`src/rtl/bms_pkg.sv`:
```
// Package for the buzzer melody sequencer: state and request codes, note tables
// and the pitch and length decode functions. No dependencies.
package bms_pkg;

  // Note store depth, a power of two; store addresses wrap modulo the depth.
  localparam int STORE_DEPTH = 256;
  localparam int STORE_AW    = $clog2(STORE_DEPTH);
  // Width used to form store addresses before they wrap (covers depths up to 8192).
  localparam int ADDR_EXT_W  = 13;

  localparam int PERIOD_W = 20;
  localparam int DIV_CW   = $clog2(PERIOD_W);
  localparam logic [PERIOD_W-1:0] TICK_HZ = PERIOD_W'(1000000);

  localparam int US_W  = 22;
  localparam int HZ_W  = 11;
  localparam logic [US_W-1:0] MIN_NOTE_US = US_W'(1000);

  typedef enum logic [2:0] {
    REQ_LOAD  = 3'd0,
    REQ_START = 3'd1,
    REQ_TICK  = 3'd2,
    REQ_STOP  = 3'd3,
    REQ_TONE  = 3'd4
  } bms_req_t;

  typedef enum logic [2:0] {
    ST_IDLE,
    ST_LOOP,
    ST_FETCH,
    ST_NOTE,
    ST_DIV_LOAD,
    ST_DIV,
    ST_PUSH
  } bms_state_t;

  localparam logic [7:0] BEAT_MS [0:6] = '{8'd0, 8'd62, 8'd94, 8'd125, 8'd125, 8'd187, 8'd250};

  localparam logic [HZ_W-1:0] PITCH_HZ [0:2][0:7] = '{
    '{11'd0, 11'd261,  11'd293,  11'd329,  11'd349,  11'd391,  11'd440,  11'd493},
    '{11'd0, 11'd523,  11'd587,  11'd659,  11'd698,  11'd783,  11'd880,  11'd987},
    '{11'd0, 11'd1046, 11'd1174, 11'd1318, 11'd1396, 11'd1567, 11'd1760, 11'd1975}
  };

  // Pitch code to frequency; codes outside the three octaves or tones 8 and 9 are silent.
  function automatic logic [HZ_W-1:0] pitch_to_hz(input logic [7:0] code);
    logic [HZ_W-1:0] hz;
    logic [7:0]      tone;
    hz   = '0;
    tone = '0;
    for (int oct = 0; oct < 3; oct++) begin
      if (code >= 8'(10 * oct) && code < 8'(10 * oct + 10)) begin
        tone = code - 8'(10 * oct);
        if (tone < 8'd8) begin
          hz = PITCH_HZ[oct][tone[2:0]];
        end
      end
    end
    return hz;
  endfunction

  // Length code to microseconds; an empty length becomes the minimum note.
  function automatic logic [US_W-1:0] length_to_us(input logic [7:0] code);
    logic [US_W-1:0] us;
    logic [7:0]      loops;
    us    = '0;
    loops = '0;
    for (int b = 0; b < 7; b++) begin
      if (code >= 8'(10 * b) && code < 8'(10 * b + 10)) begin
        loops = code - 8'(10 * b);
        us    = US_W'(BEAT_MS[b]) * US_W'(loops[3:0]) * US_W'(1000);
      end
    end
    return (us == '0) ? MIN_NOTE_US : us;
  endfunction

endpackage

```
`src/rtl/buzzer_melody_sequencer.sv`:
```
// Buzzer melody sequencer top level: note store, playback sequencer and a
// bit-serial PWM period divider. Depends on bms_pkg.

// Every request (load, start, tick, stop, direct tone) produces exactly one
// result transaction that shows the PWM settings, playback flag and note
// position after the request. The block takes one request at a time: in_ready
// is high only while the sequencer is idle. A plain request passes through the
// accepting idle state, a divider load step, the bit-serial divider that turns
// the current frequency into the PWM period one quotient bit per cycle, and a
// push step that fills the output register. A start adds a note store fetch.
// A tick while playing adds a first loop test, and a store read, decode and
// loop test for every note it walks through. A tick never walks more notes
// than the melody holds, at most 511.
// A result waiting on out_ready does not hold the input: the next request is
// still taken and worked on, and only its own result waits in the last step
// until the output register has been emptied or is being emptied. The note
// store has no reset; reading a word that was never loaded gives an
// unspecified note.
module buzzer_melody_sequencer
  import bms_pkg::*;
(
  input  logic                clk,
  input  logic                rst_n,
  input  logic                in_valid,
  output logic                in_ready,
  input  logic [2:0]          in_req_type,
  input  logic [7:0]          in_store_addr,
  input  logic [7:0]          in_pitch_code,
  input  logic [7:0]          in_length_code,
  input  logic [8:0]          in_melody_length,
  input  logic [21:0]         in_elapsed_us,
  input  logic [19:0]         in_tone_hz,
  output logic                out_valid,
  input  logic                out_ready,
  output logic                out_pwm_on,
  output logic [PERIOD_W-1:0] out_period_ticks,
  output logic [18:0]         out_compare_ticks,
  output logic                out_playing,
  output logic [8:0]          out_note_position
);

  bms_state_t state_r, state_nxt;

  // Player state.
  logic [7:0]          base_r, base_nxt;
  logic [8:0]          len_r, len_nxt;
  logic [8:0]          pos_r, pos_nxt;
  logic [US_W-1:0]     rem_r, rem_nxt;
  logic                playing_r, playing_nxt;
  logic [19:0]         hz_r, hz_nxt;

  // Per-request working registers.
  logic                tick_mode_r, tick_mode_nxt;
  logic [US_W-1:0]     dt_r, dt_nxt;

  // Serial divider: dividend shifts out MSB first, quotient bits shift in at the LSB, most significant first.
  logic [PERIOD_W-1:0] div_num_r, div_num_nxt;
  logic [PERIOD_W:0]   div_rem_r, div_rem_nxt;
  logic [PERIOD_W-1:0] div_quo_r, div_quo_nxt;
  logic [DIV_CW-1:0]   div_cnt_r, div_cnt_nxt;
  logic [PERIOD_W:0]   div_trial;
  logic [PERIOD_W-1:0] period_val;

  // Output register.
  logic                out_valid_r, out_valid_nxt;
  logic                out_pwm_on_r, out_pwm_on_nxt;
  logic [PERIOD_W-1:0] out_period_r, out_period_nxt;
  logic                out_playing_r, out_playing_nxt;
  logic [8:0]          out_pos_r, out_pos_nxt;

  // Note store.
  logic [15:0]           store_mem [0:STORE_DEPTH-1];
  logic [15:0]           rd_data_r;
  logic                  store_we;
  logic [ADDR_EXT_W-1:0] waddr_ext;
  logic [ADDR_EXT_W-1:0] raddr_ext;
  logic                  in_accept;

  assign in_ready  = (state_r == ST_IDLE);
  assign in_accept = in_valid && in_ready;
  assign store_we  = in_accept && (bms_req_t'(in_req_type) == REQ_LOAD);
  assign waddr_ext = ADDR_EXT_W'(in_store_addr);
  assign raddr_ext = ADDR_EXT_W'(base_r) + ADDR_EXT_W'(pos_r);

  always_ff @(posedge clk) begin
    if (store_we) begin
      store_mem[waddr_ext[STORE_AW-1:0]] <= {in_pitch_code, in_length_code};
    end
    rd_data_r <= store_mem[raddr_ext[STORE_AW-1:0]];
  end

  assign div_trial  = {div_rem_r[PERIOD_W-1:0], div_num_r[PERIOD_W-1]};
  // A frequency above the tick rate still gives the shortest period of one tick.
  assign period_val = (hz_r == '0) ? '0 :
                      (div_quo_r == '0) ? PERIOD_W'(1) : div_quo_r;

  always_comb begin
    state_nxt       = state_r;
    base_nxt        = base_r;
    len_nxt         = len_r;
    pos_nxt         = pos_r;
    rem_nxt         = rem_r;
    playing_nxt     = playing_r;
    hz_nxt          = hz_r;
    tick_mode_nxt   = tick_mode_r;
    dt_nxt          = dt_r;
    div_num_nxt     = div_num_r;
    div_rem_nxt     = div_rem_r;
    div_quo_nxt     = div_quo_r;
    div_cnt_nxt     = div_cnt_r;
    out_valid_nxt   = out_valid_r && !out_ready;
    out_pwm_on_nxt  = out_pwm_on_r;
    out_period_nxt  = out_period_r;
    out_playing_nxt = out_playing_r;
    out_pos_nxt     = out_pos_r;

    unique case (state_r)
      ST_IDLE: begin
        if (in_accept) begin
          state_nxt     = ST_DIV_LOAD;
          tick_mode_nxt = 1'b0;
          unique case (bms_req_t'(in_req_type))
            REQ_LOAD: begin
            end
            REQ_START: begin
              if (in_melody_length == '0) begin
                playing_nxt = 1'b0;
                pos_nxt     = '0;
                rem_nxt     = '0;
                hz_nxt      = '0;
              end else begin
                base_nxt    = in_store_addr;
                len_nxt     = in_melody_length;
                pos_nxt     = '0;
                rem_nxt     = '0;
                playing_nxt = 1'b1;
                state_nxt   = ST_FETCH;
              end
            end
            REQ_TICK: begin
              if (playing_r) begin
                dt_nxt        = in_elapsed_us;
                tick_mode_nxt = 1'b1;
                state_nxt     = ST_LOOP;
              end
            end
            REQ_STOP: begin
              playing_nxt = 1'b0;
              pos_nxt     = '0;
              rem_nxt     = '0;
              hz_nxt      = '0;
            end
            REQ_TONE: begin
              playing_nxt = 1'b0;
              hz_nxt      = in_tone_hz;
            end
            default: begin
              // Unused request codes leave the state alone.
            end
          endcase
        end
      end

      ST_LOOP: begin
        if (playing_r && dt_r >= rem_r) begin
          dt_nxt = dt_r - rem_r;
          if (pos_r >= len_r) begin
            // Time ran out after the last note.
            playing_nxt = 1'b0;
            pos_nxt     = '0;
            rem_nxt     = '0;
            hz_nxt      = '0;
            state_nxt   = ST_DIV_LOAD;
          end else begin
            state_nxt = ST_FETCH;
          end
        end else begin
          if (playing_r) begin
            rem_nxt = rem_r - dt_r;
          end
          state_nxt = ST_DIV_LOAD;
        end
      end

      ST_FETCH: begin
        state_nxt = ST_NOTE;
      end

      ST_NOTE: begin
        hz_nxt    = 20'(pitch_to_hz(rd_data_r[15:8]));
        rem_nxt   = length_to_us(rd_data_r[7:0]);
        pos_nxt   = pos_r + 9'd1;
        state_nxt = tick_mode_r ? ST_LOOP : ST_DIV_LOAD;
      end

      ST_DIV_LOAD: begin
        div_num_nxt = TICK_HZ;
        div_rem_nxt = '0;
        div_quo_nxt = '0;
        div_cnt_nxt = DIV_CW'(PERIOD_W - 1);
        state_nxt   = ST_DIV;
      end

      ST_DIV: begin
        div_num_nxt = {div_num_r[PERIOD_W-2:0], 1'b0};
        if (div_trial >= {1'b0, hz_r}) begin
          div_rem_nxt = div_trial - {1'b0, hz_r};
          div_quo_nxt = {div_quo_r[PERIOD_W-2:0], 1'b1};
        end else begin
          div_rem_nxt = div_trial;
          div_quo_nxt = {div_quo_r[PERIOD_W-2:0], 1'b0};
        end
        div_cnt_nxt = div_cnt_r - DIV_CW'(1);
        if (div_cnt_r == '0) begin
          state_nxt = ST_PUSH;
        end
      end

      ST_PUSH: begin
        if (!out_valid_r || out_ready) begin
          out_valid_nxt   = 1'b1;
          out_pwm_on_nxt  = (hz_r != '0);
          out_period_nxt  = period_val;
          out_playing_nxt = playing_r;
          out_pos_nxt     = pos_r;
          state_nxt       = ST_IDLE;
        end
      end

      default: begin
        state_nxt = ST_IDLE;
      end
    endcase
  end

  always_ff @(posedge clk) begin
    if (!rst_n) begin
      state_r     <= ST_IDLE;
      base_r      <= '0;
      len_r       <= '0;
      pos_r       <= '0;
      rem_r       <= '0;
      playing_r   <= 1'b0;
      hz_r        <= '0;
      out_valid_r <= 1'b0;
    end else begin
      state_r     <= state_nxt;
      base_r      <= base_nxt;
      len_r       <= len_nxt;
      pos_r       <= pos_nxt;
      rem_r       <= rem_nxt;
      playing_r   <= playing_nxt;
      hz_r        <= hz_nxt;
      out_valid_r <= out_valid_nxt;
    end
  end

  always_ff @(posedge clk) begin
    tick_mode_r   <= tick_mode_nxt;
    dt_r          <= dt_nxt;
    div_num_r     <= div_num_nxt;
    div_rem_r     <= div_rem_nxt;
    div_quo_r     <= div_quo_nxt;
    div_cnt_r     <= div_cnt_nxt;
    out_pwm_on_r  <= out_pwm_on_nxt;
    out_period_r  <= out_period_nxt;
    out_playing_r <= out_playing_nxt;
    out_pos_r     <= out_pos_nxt;
  end

  assign out_valid         = out_valid_r;
  assign out_pwm_on        = out_pwm_on_r;
  assign out_period_ticks  = out_period_r;
  assign out_compare_ticks = out_period_r[PERIOD_W-1:1];
  assign out_playing       = out_playing_r;
  assign out_note_position = out_pos_r;

endmodule

```
`config.mk`:
```
export PLATFORM = sky130hd
export DESIGN_NAME = buzzer_melody_sequencer
export DESIGN_NICKNAME = d
export VERILOG_FILES = /design/src/rtl/bms_pkg.sv /design/src/rtl/buzzer_melody_sequencer.sv
export SDC_FILE = /design/constraint.sdc
export NUM_CORES = 2
export LEC_CHECK = 0
export BUFFER_PORTS_ARGS = -buffer_cell sky130_fd_sc_hd__buf_2
export CAP_MARGIN = 20
export CORE_MARGIN = 5
export CORE_UTILIZATION = 30
export CTS_BUF_LIST = sky130_fd_sc_hd__clkbuf_8
export DETAILED_ROUTE_END_ITERATION = 10
export SLEW_MARGIN = 10
export SYNTH_ARGS = -nofsm -noshare
export SYNTH_HDL_FRONTEND = slang
export SYNTH_SLANG_ARGS = --single-unit
```
`constraint.sdc`:
```
create_clock -name clk -period 21.1 [get_ports clk]
set_input_delay 0 -clock clk [delete_from_list [all_inputs] [get_ports clk]]
set_output_delay 0 -clock clk [all_outputs]
set_load 0.02 [all_outputs]
```
* Yosys cells after proc, flatten, opt, wreduce, memory -nomap -nowiden *
Memories as Yosys holds them, arrays and structs flattened. A register that Yosys moved wholly into a read port is not among the register bits.
Index checks and enable logic that the tools add are counted.

cells by class
  $add $sub $neg = 14
  multiply operators = 12
  $lt $le $gt $ge = 27
  equal/unequal tests = 23
  mux-type cells = 70
  bitwise gates (word level) = 4
  reduce and logical (&&, ||, !) cells = 39

operator list
  cell                   number
  $mux 22                16
  $mux 11                12
  $mux 20                6
  $pmux 20 s2            3
  $pmux 20 s3            2
  $pmux 22 s3            1
  $mul 11x7->18 const B  3
  $pmux 22 s2            1
  $sub 22x22->22         2
  $logic_not 20->1       2
  $mux 9                 4
  $mul 7x4->11 const A   3
  $lt 8x4->1 const B     4
  $lt 8x5->1 const B     4
  $pmux 9 s3             1
  $ge 8x5->1 const B     3
  $ge 8x6->1 const B     3
  $lt 8x6->1 const B     3
  $mux 3                 8
  $ge 22x22->1           1
  $logic_not 22->1       1
  $ge 21x20->1           1
  $pmux 3 s7             1
  $reduce_and 5->1       4
  48 further kinds       100

word-level totals
  register bits = 192
  memory bits (writable) = 4096
  bits in read-only memories = 264
  input port bits = 82
  output and inout bits = 52
  logic and storage cells = 212
  memories = 4

memory list
  memory            depth  bits a word  rd ports  clocked after memory_dff  wr ports  line                           text
  store_mem         256    16           1         1                         1         buzzer_melody_sequencer.sv:72  logic [15:0] store_mem [0:STORE_DEPTH-1];
  (name not given)  8      11           1         0                         0         bms_pkg.sv:55                  hz = PITCH_HZ[oct][tone[2:0]];
  (name not given)  8      11           1         0                         0         bms_pkg.sv:55
  (name not given)  8      11           1         0                         0         bms_pkg.sv:55

* Logic depth before layout (Yosys ltp) *
  depth in word-level cells = 13
  gate-level depth with buffers = 36
  gate-level depth less buffers = 34

* Worst setup path before layout *
No wires, ideal clock.

  kind = reg-to-reg
  start = register rd_data_r[1] (read register of store_mem)
  end = register rem_r[6]
  setup time = 0.122 ns
  arrival time = 8.768 ns
  data required time = 20.978 ns
  path slack = 12.210 ns
  cell stages (with the launch flop) = 34
  buffers on the path = 1
  clock period less this slack = 8.890 ns
  path through = dfxtp_1 buf_2 clkinv_1 ha_1 inv_1 ha_1 xnor2_1 inv_1 fa_1 inv_1 ha_1 a21o_1 a21oi_1 o21bai_1 a22oi_1 xnor2_1 ha_1 inv_1 fa_1 fa_1 inv_1 ha_1 ha_1 or3_1 a211oi_1 o41a_1 xnor2_1 a221oi_1 o21ai_0 o21ai_0 o21ai_0 nor4_4 and2_1 o311a_1

between the ends
  longest elaborated chain between the ends = 13
  elaborated cells on any way between the ends = 46
  classes of those cells = 6 x add/sub; 12 x mul; 12 x order compare; 9 x mux; 7 x reduce/logical

ends and longest elaborated chain
  item                  line                            text
  start, declared       buzzer_melody_sequencer.sv:73   logic [15:0] rd_data_r;
  $sub 4x4->4           bms_pkg.sv:70                   loops = code - 8'(10 * b);
  $mul 5x4->9           bms_pkg.sv:71                   us = US_W'(BEAT_MS[b]) * US_W'(loops[3:0]) * US_W'(1000);
  $mul 9x7->16          bms_pkg.sv:71
  $mux 20               bms_pkg.sv:69                   if (code >= 8'(10 * b) && code < 8'(10 * b + 10)) begin
  $mux 22 (4 in a row)  bms_pkg.sv:69
  $mux 22 *             bms_pkg.sv:69
  $mux 22 *             buzzer_melody_sequencer.sv:117  unique case (state_r)
  $logic_not 22->1      bms_pkg.sv:74                   return (us == '0) ? MIN_NOTE_US : us;
  $mux 22 *             bms_pkg.sv:74
  $pmux 22 s3 *         buzzer_melody_sequencer.sv:117
  end signal, assigned  buzzer_melody_sequencer.sv:251  rem_r <= rem_nxt;
  end, declared         buzzer_melody_sequencer.sv:48   logic [US_W-1:0] rem_r, rem_nxt;

Every way passes the cells marked *; elsewhere a longest branch is shown, timed or not. The select of a mux whose other input is x is not followed.
A chain may end at the register's enable or synchronous reset.

* Worst setup path in the final report *
Same ends and word-level chain as after synthesis.

==> results.sh <==
export IMPL_routedWlPerCell_um=24.98
export IMPL_die_area_um2=627000
export IMPL_ys_ff_latch=4298
export IMPL_grt_max_degree=128
export IMPL_cp_arrival_ns=10.74
export IMPL_place_congestion=0.8554
export IMPL_area_delta_synth_final_pct=15.06
export IMPL_maxCapViolCount=0
export IMPL_clk_pin_slew_ns=0.06
export IMPL_cts_tree="done"
export IMPL_initial_core_util_pct=30.06
export IMPL_synthArstFlopShare_pct=0
export IMPL_die_y_um=791.8
export IMPL_cts_buffers=685
export IMPL_post_synth_top_area_cell="edfxtp_1"
export IMPL_num_rows=287
export IMPL_finalSetupViolCount=0
export IMPL_max_freq_mhz=104.2
export IMPL_endpoint="rem_r[6]"
export IMPL_seq_area_frac_synth_pct=69.90
export IMPL_synth_most_common_cell="edfxtp_1"
export IMPL_rsz0062_at_grt="no"
export IMPL_cts_buffer_depth=4
export IMPL_nFillCells=56846
export IMPL_startpoint_type="flip-flop"
export IMPL_wl_um=474100
export IMPL_ioPinCount=134
export IMPL_finalCritPeriodShare_pct=45.47
export IMPL_crit_reg2reg_launch="rd_data_r[1]"
export IMPL_yosysUniqueCellTypes=86
export IMPL_period_needed_ns=9.593
export IMPL_syn_nets=10051
export IMPL_hpwl_um=286600
export IMPL_status="finished, final reports clean"
export IMPL_cts_sinks=4298
export IMPL_clock_skew_ns=0.1041
export IMPL_relSlewSlack_pct=8.100
export IMPL_syn_inst=9340
export IMPL_setup_tns_final_ns=0
export IMPL_die_x_um=791.8
export IMPL_regToRegEndpoint="rem_r[6]"
export IMPL_fin_nets=11054
export IMPL_yosysWarnings=0
export IMPL_rrSetupSlack_ns=11.51
export IMPL_startpoint="rd_data_r[1]"
export IMPL_avgSynthCellArea_um2=19.63
export IMPL_via_count=94099
export IMPL_crit_fanout=42
export IMPL_setup_worst_path_end_class="flip-flop"
export IMPL_grt_pass1_vias=95561
export IMPL_criticalPathCategory="flip-flop to flip-flop"
export IMPL_cts_resized_gates=0
export IMPL_io_buffers=133
export IMPL_synth_area_top_cells="edfxtp_1, mux4_2, ha_1"
export IMPL_drtIter0Drc=9331
export IMPL_drc_errors=0
export IMPL_syn_area_um2=183400
export IMPL_grt_pass1_wl_um=685600
export IMPL_grt_antenna_before_repair=37
export IMPL_slowest_delay_ns=0.52
export IMPL_synth_top_cell_area_share_pct=68.93
export IMPL_cpMostUsedCell="ha_1"
export IMPL_ys_top_cells_by_count="edfxtp_1, mux4_2, inv_1"
export IMPL_ys_flop_type="edfxtp_1"
export IMPL_dr_pass1_iters=6
export IMPL_drive_gt1_share_pct=25.86
export IMPL_track_usage_pct=14.75
export IMPL_clk_insertion_delay_late_ns=1.27
export IMPL_root_buffer="clkbuf_8"
export IMPL_grt_overflow_total=0
export IMPL_required_ns=22.25
export IMPL_coreArea_um2=610100
export IMPL_worst_pin_slew_ns=1.364
export IMPL_reg2reg_depth=35
export IMPL_slew_viol_final=0
export IMPL_ant_nets=0
export IMPL_routed_via_density=4.957
export IMPL_hold_path_class="primary input to flip-flop"
export IMPL_timing_critical_path_slowest_stage_cell="fa_1"
export IMPL_hold_viol=0
export IMPL_h_tree_depth=6
export IMPL_synth_edf_count=4209
critical path, delay by kind of cell, from the launching register on:
family	cells	cell delay (ns)
fa+ha+maj	9	3.16
compound gates	11	2.57
buf+inv	8	1.36
xor+xnor	4	1.10
simple gates	3	1.02
flops	1	0.31
worst min path at each step:
stage,startpoint,slack [ns],to,cells past startpoint
after floorplan,in_length_code[0],0.1,store_mem[0][0],0
after global placement,in_melody_length[4],0.25,len_r[4],3
after detailed placement,in_melody_length[8],0.26,len_r[8],3
after CTS,in_melody_length[4],0.01,playing_r,8
after global routing,in_elapsed_us[7],0.14,dt_r[7],5
final,in_elapsed_us[6],0.23,dt_r[6],5
layer usage:
metal	GRT usage, %	routed length [µm]	share of wire (%)
met3	2.447	33410	7.0
met5	0	115	0.024
met1	20.76	202900	43
met2	23.68	224600	47
met4	4.115	13160	2.8
layout by cell type, fill, tap and decap left out, types with 64 or more instances in the layout:
master	instances
edfxtp_1	4209
mux4_2	1280
clkbuf_8	698
inv_1	691
nor2_1	425
ha_1	424
buf_4	401
a21oi_1	219
dlygate4sd3_1	206
fa_1	203
nand2_1	199
clkinv_1	178
o21ai_0	163
xnor2_1	120
buf_2	118
mux2i_1	105
a211oi_1	88
dfxtp_1	87
a21o_1	76
xor2_1	66
nor2b_1	65
clkinv_2	64
state kept, by name (all words and copies together) (netlist names):
signal,cells
div_num_r,14
dt_r,22
pos_r,9
playing_r,1
rem_r,22
out_playing,1
tick_mode_r,1
out_valid,1
div_rem_r,20
hz_r,20
state_r,3
store_mem,4096
rd_data_r,16
out_note_position,9
out_pwm_on,1
div_cnt_r,5
out_period_ticks,20
div_quo_r,20
base_r,8
len_r,9
per-stage QoR:
| stage | instances | util (%) | setup WS [ns] | area (µm²) | hold slack, ns |
|---|---|---|---|---|---|
| 2_1_floorplan | 9340 | - | 12.21 | 183400 | 0.09887 |
| 4_1_cts | 18964 | 34.57 | 11.65 | 210900 | 0.01150 |
| 3_3_place_gp | 17519 | 32.12 | 11.68 | 196000 | 0.2515 |
| 6_report | 18982 | 34.58 | 11.51 | 211000 | 0.2322 |
| 3_5_place_dp | 17524 | 32.13 | 11.66 | 196000 | 0.2552 |
| 5_1_grt | 18972 | 34.58 | 10.94 | 211000 | 0.1395 |
kinds of logic after synthesis:
family	share of synthesized area [%]
AND/OR/NAND/NOR	2.621
flip-flops	69.90
adder cells (fa/ha/maj)	5.127
buffers and inverters	1.971
AO/OA/AOI/OAI	2.958
XOR/XNOR	0.9170
multiplexers	16.51
layout make-up:
type                    instances  area, µm²  share of cell area [%]
diodes                         16      40.04                 0.01898
clock buffers                 698       9607                   4.553
clock inverters               520       2785                   1.320
inverters                     484       1817                  0.8611
multi-input cells            4102      51800                   24.55
flip-flops and latches       4298     128200                   60.75
well taps                    8092      10120                   4.799
repair buffers                772       6643                   3.148
what timing repair did:
item                      4_1_cts  5_1_grt
hold buffers                  222        0
hold endpoints to repair     4400        0
buffers inserted                0        0
Power is left out: the tool's default activity adds up to more than one toggle a clock period on the data nets, which glitch-free logic cannot reach.
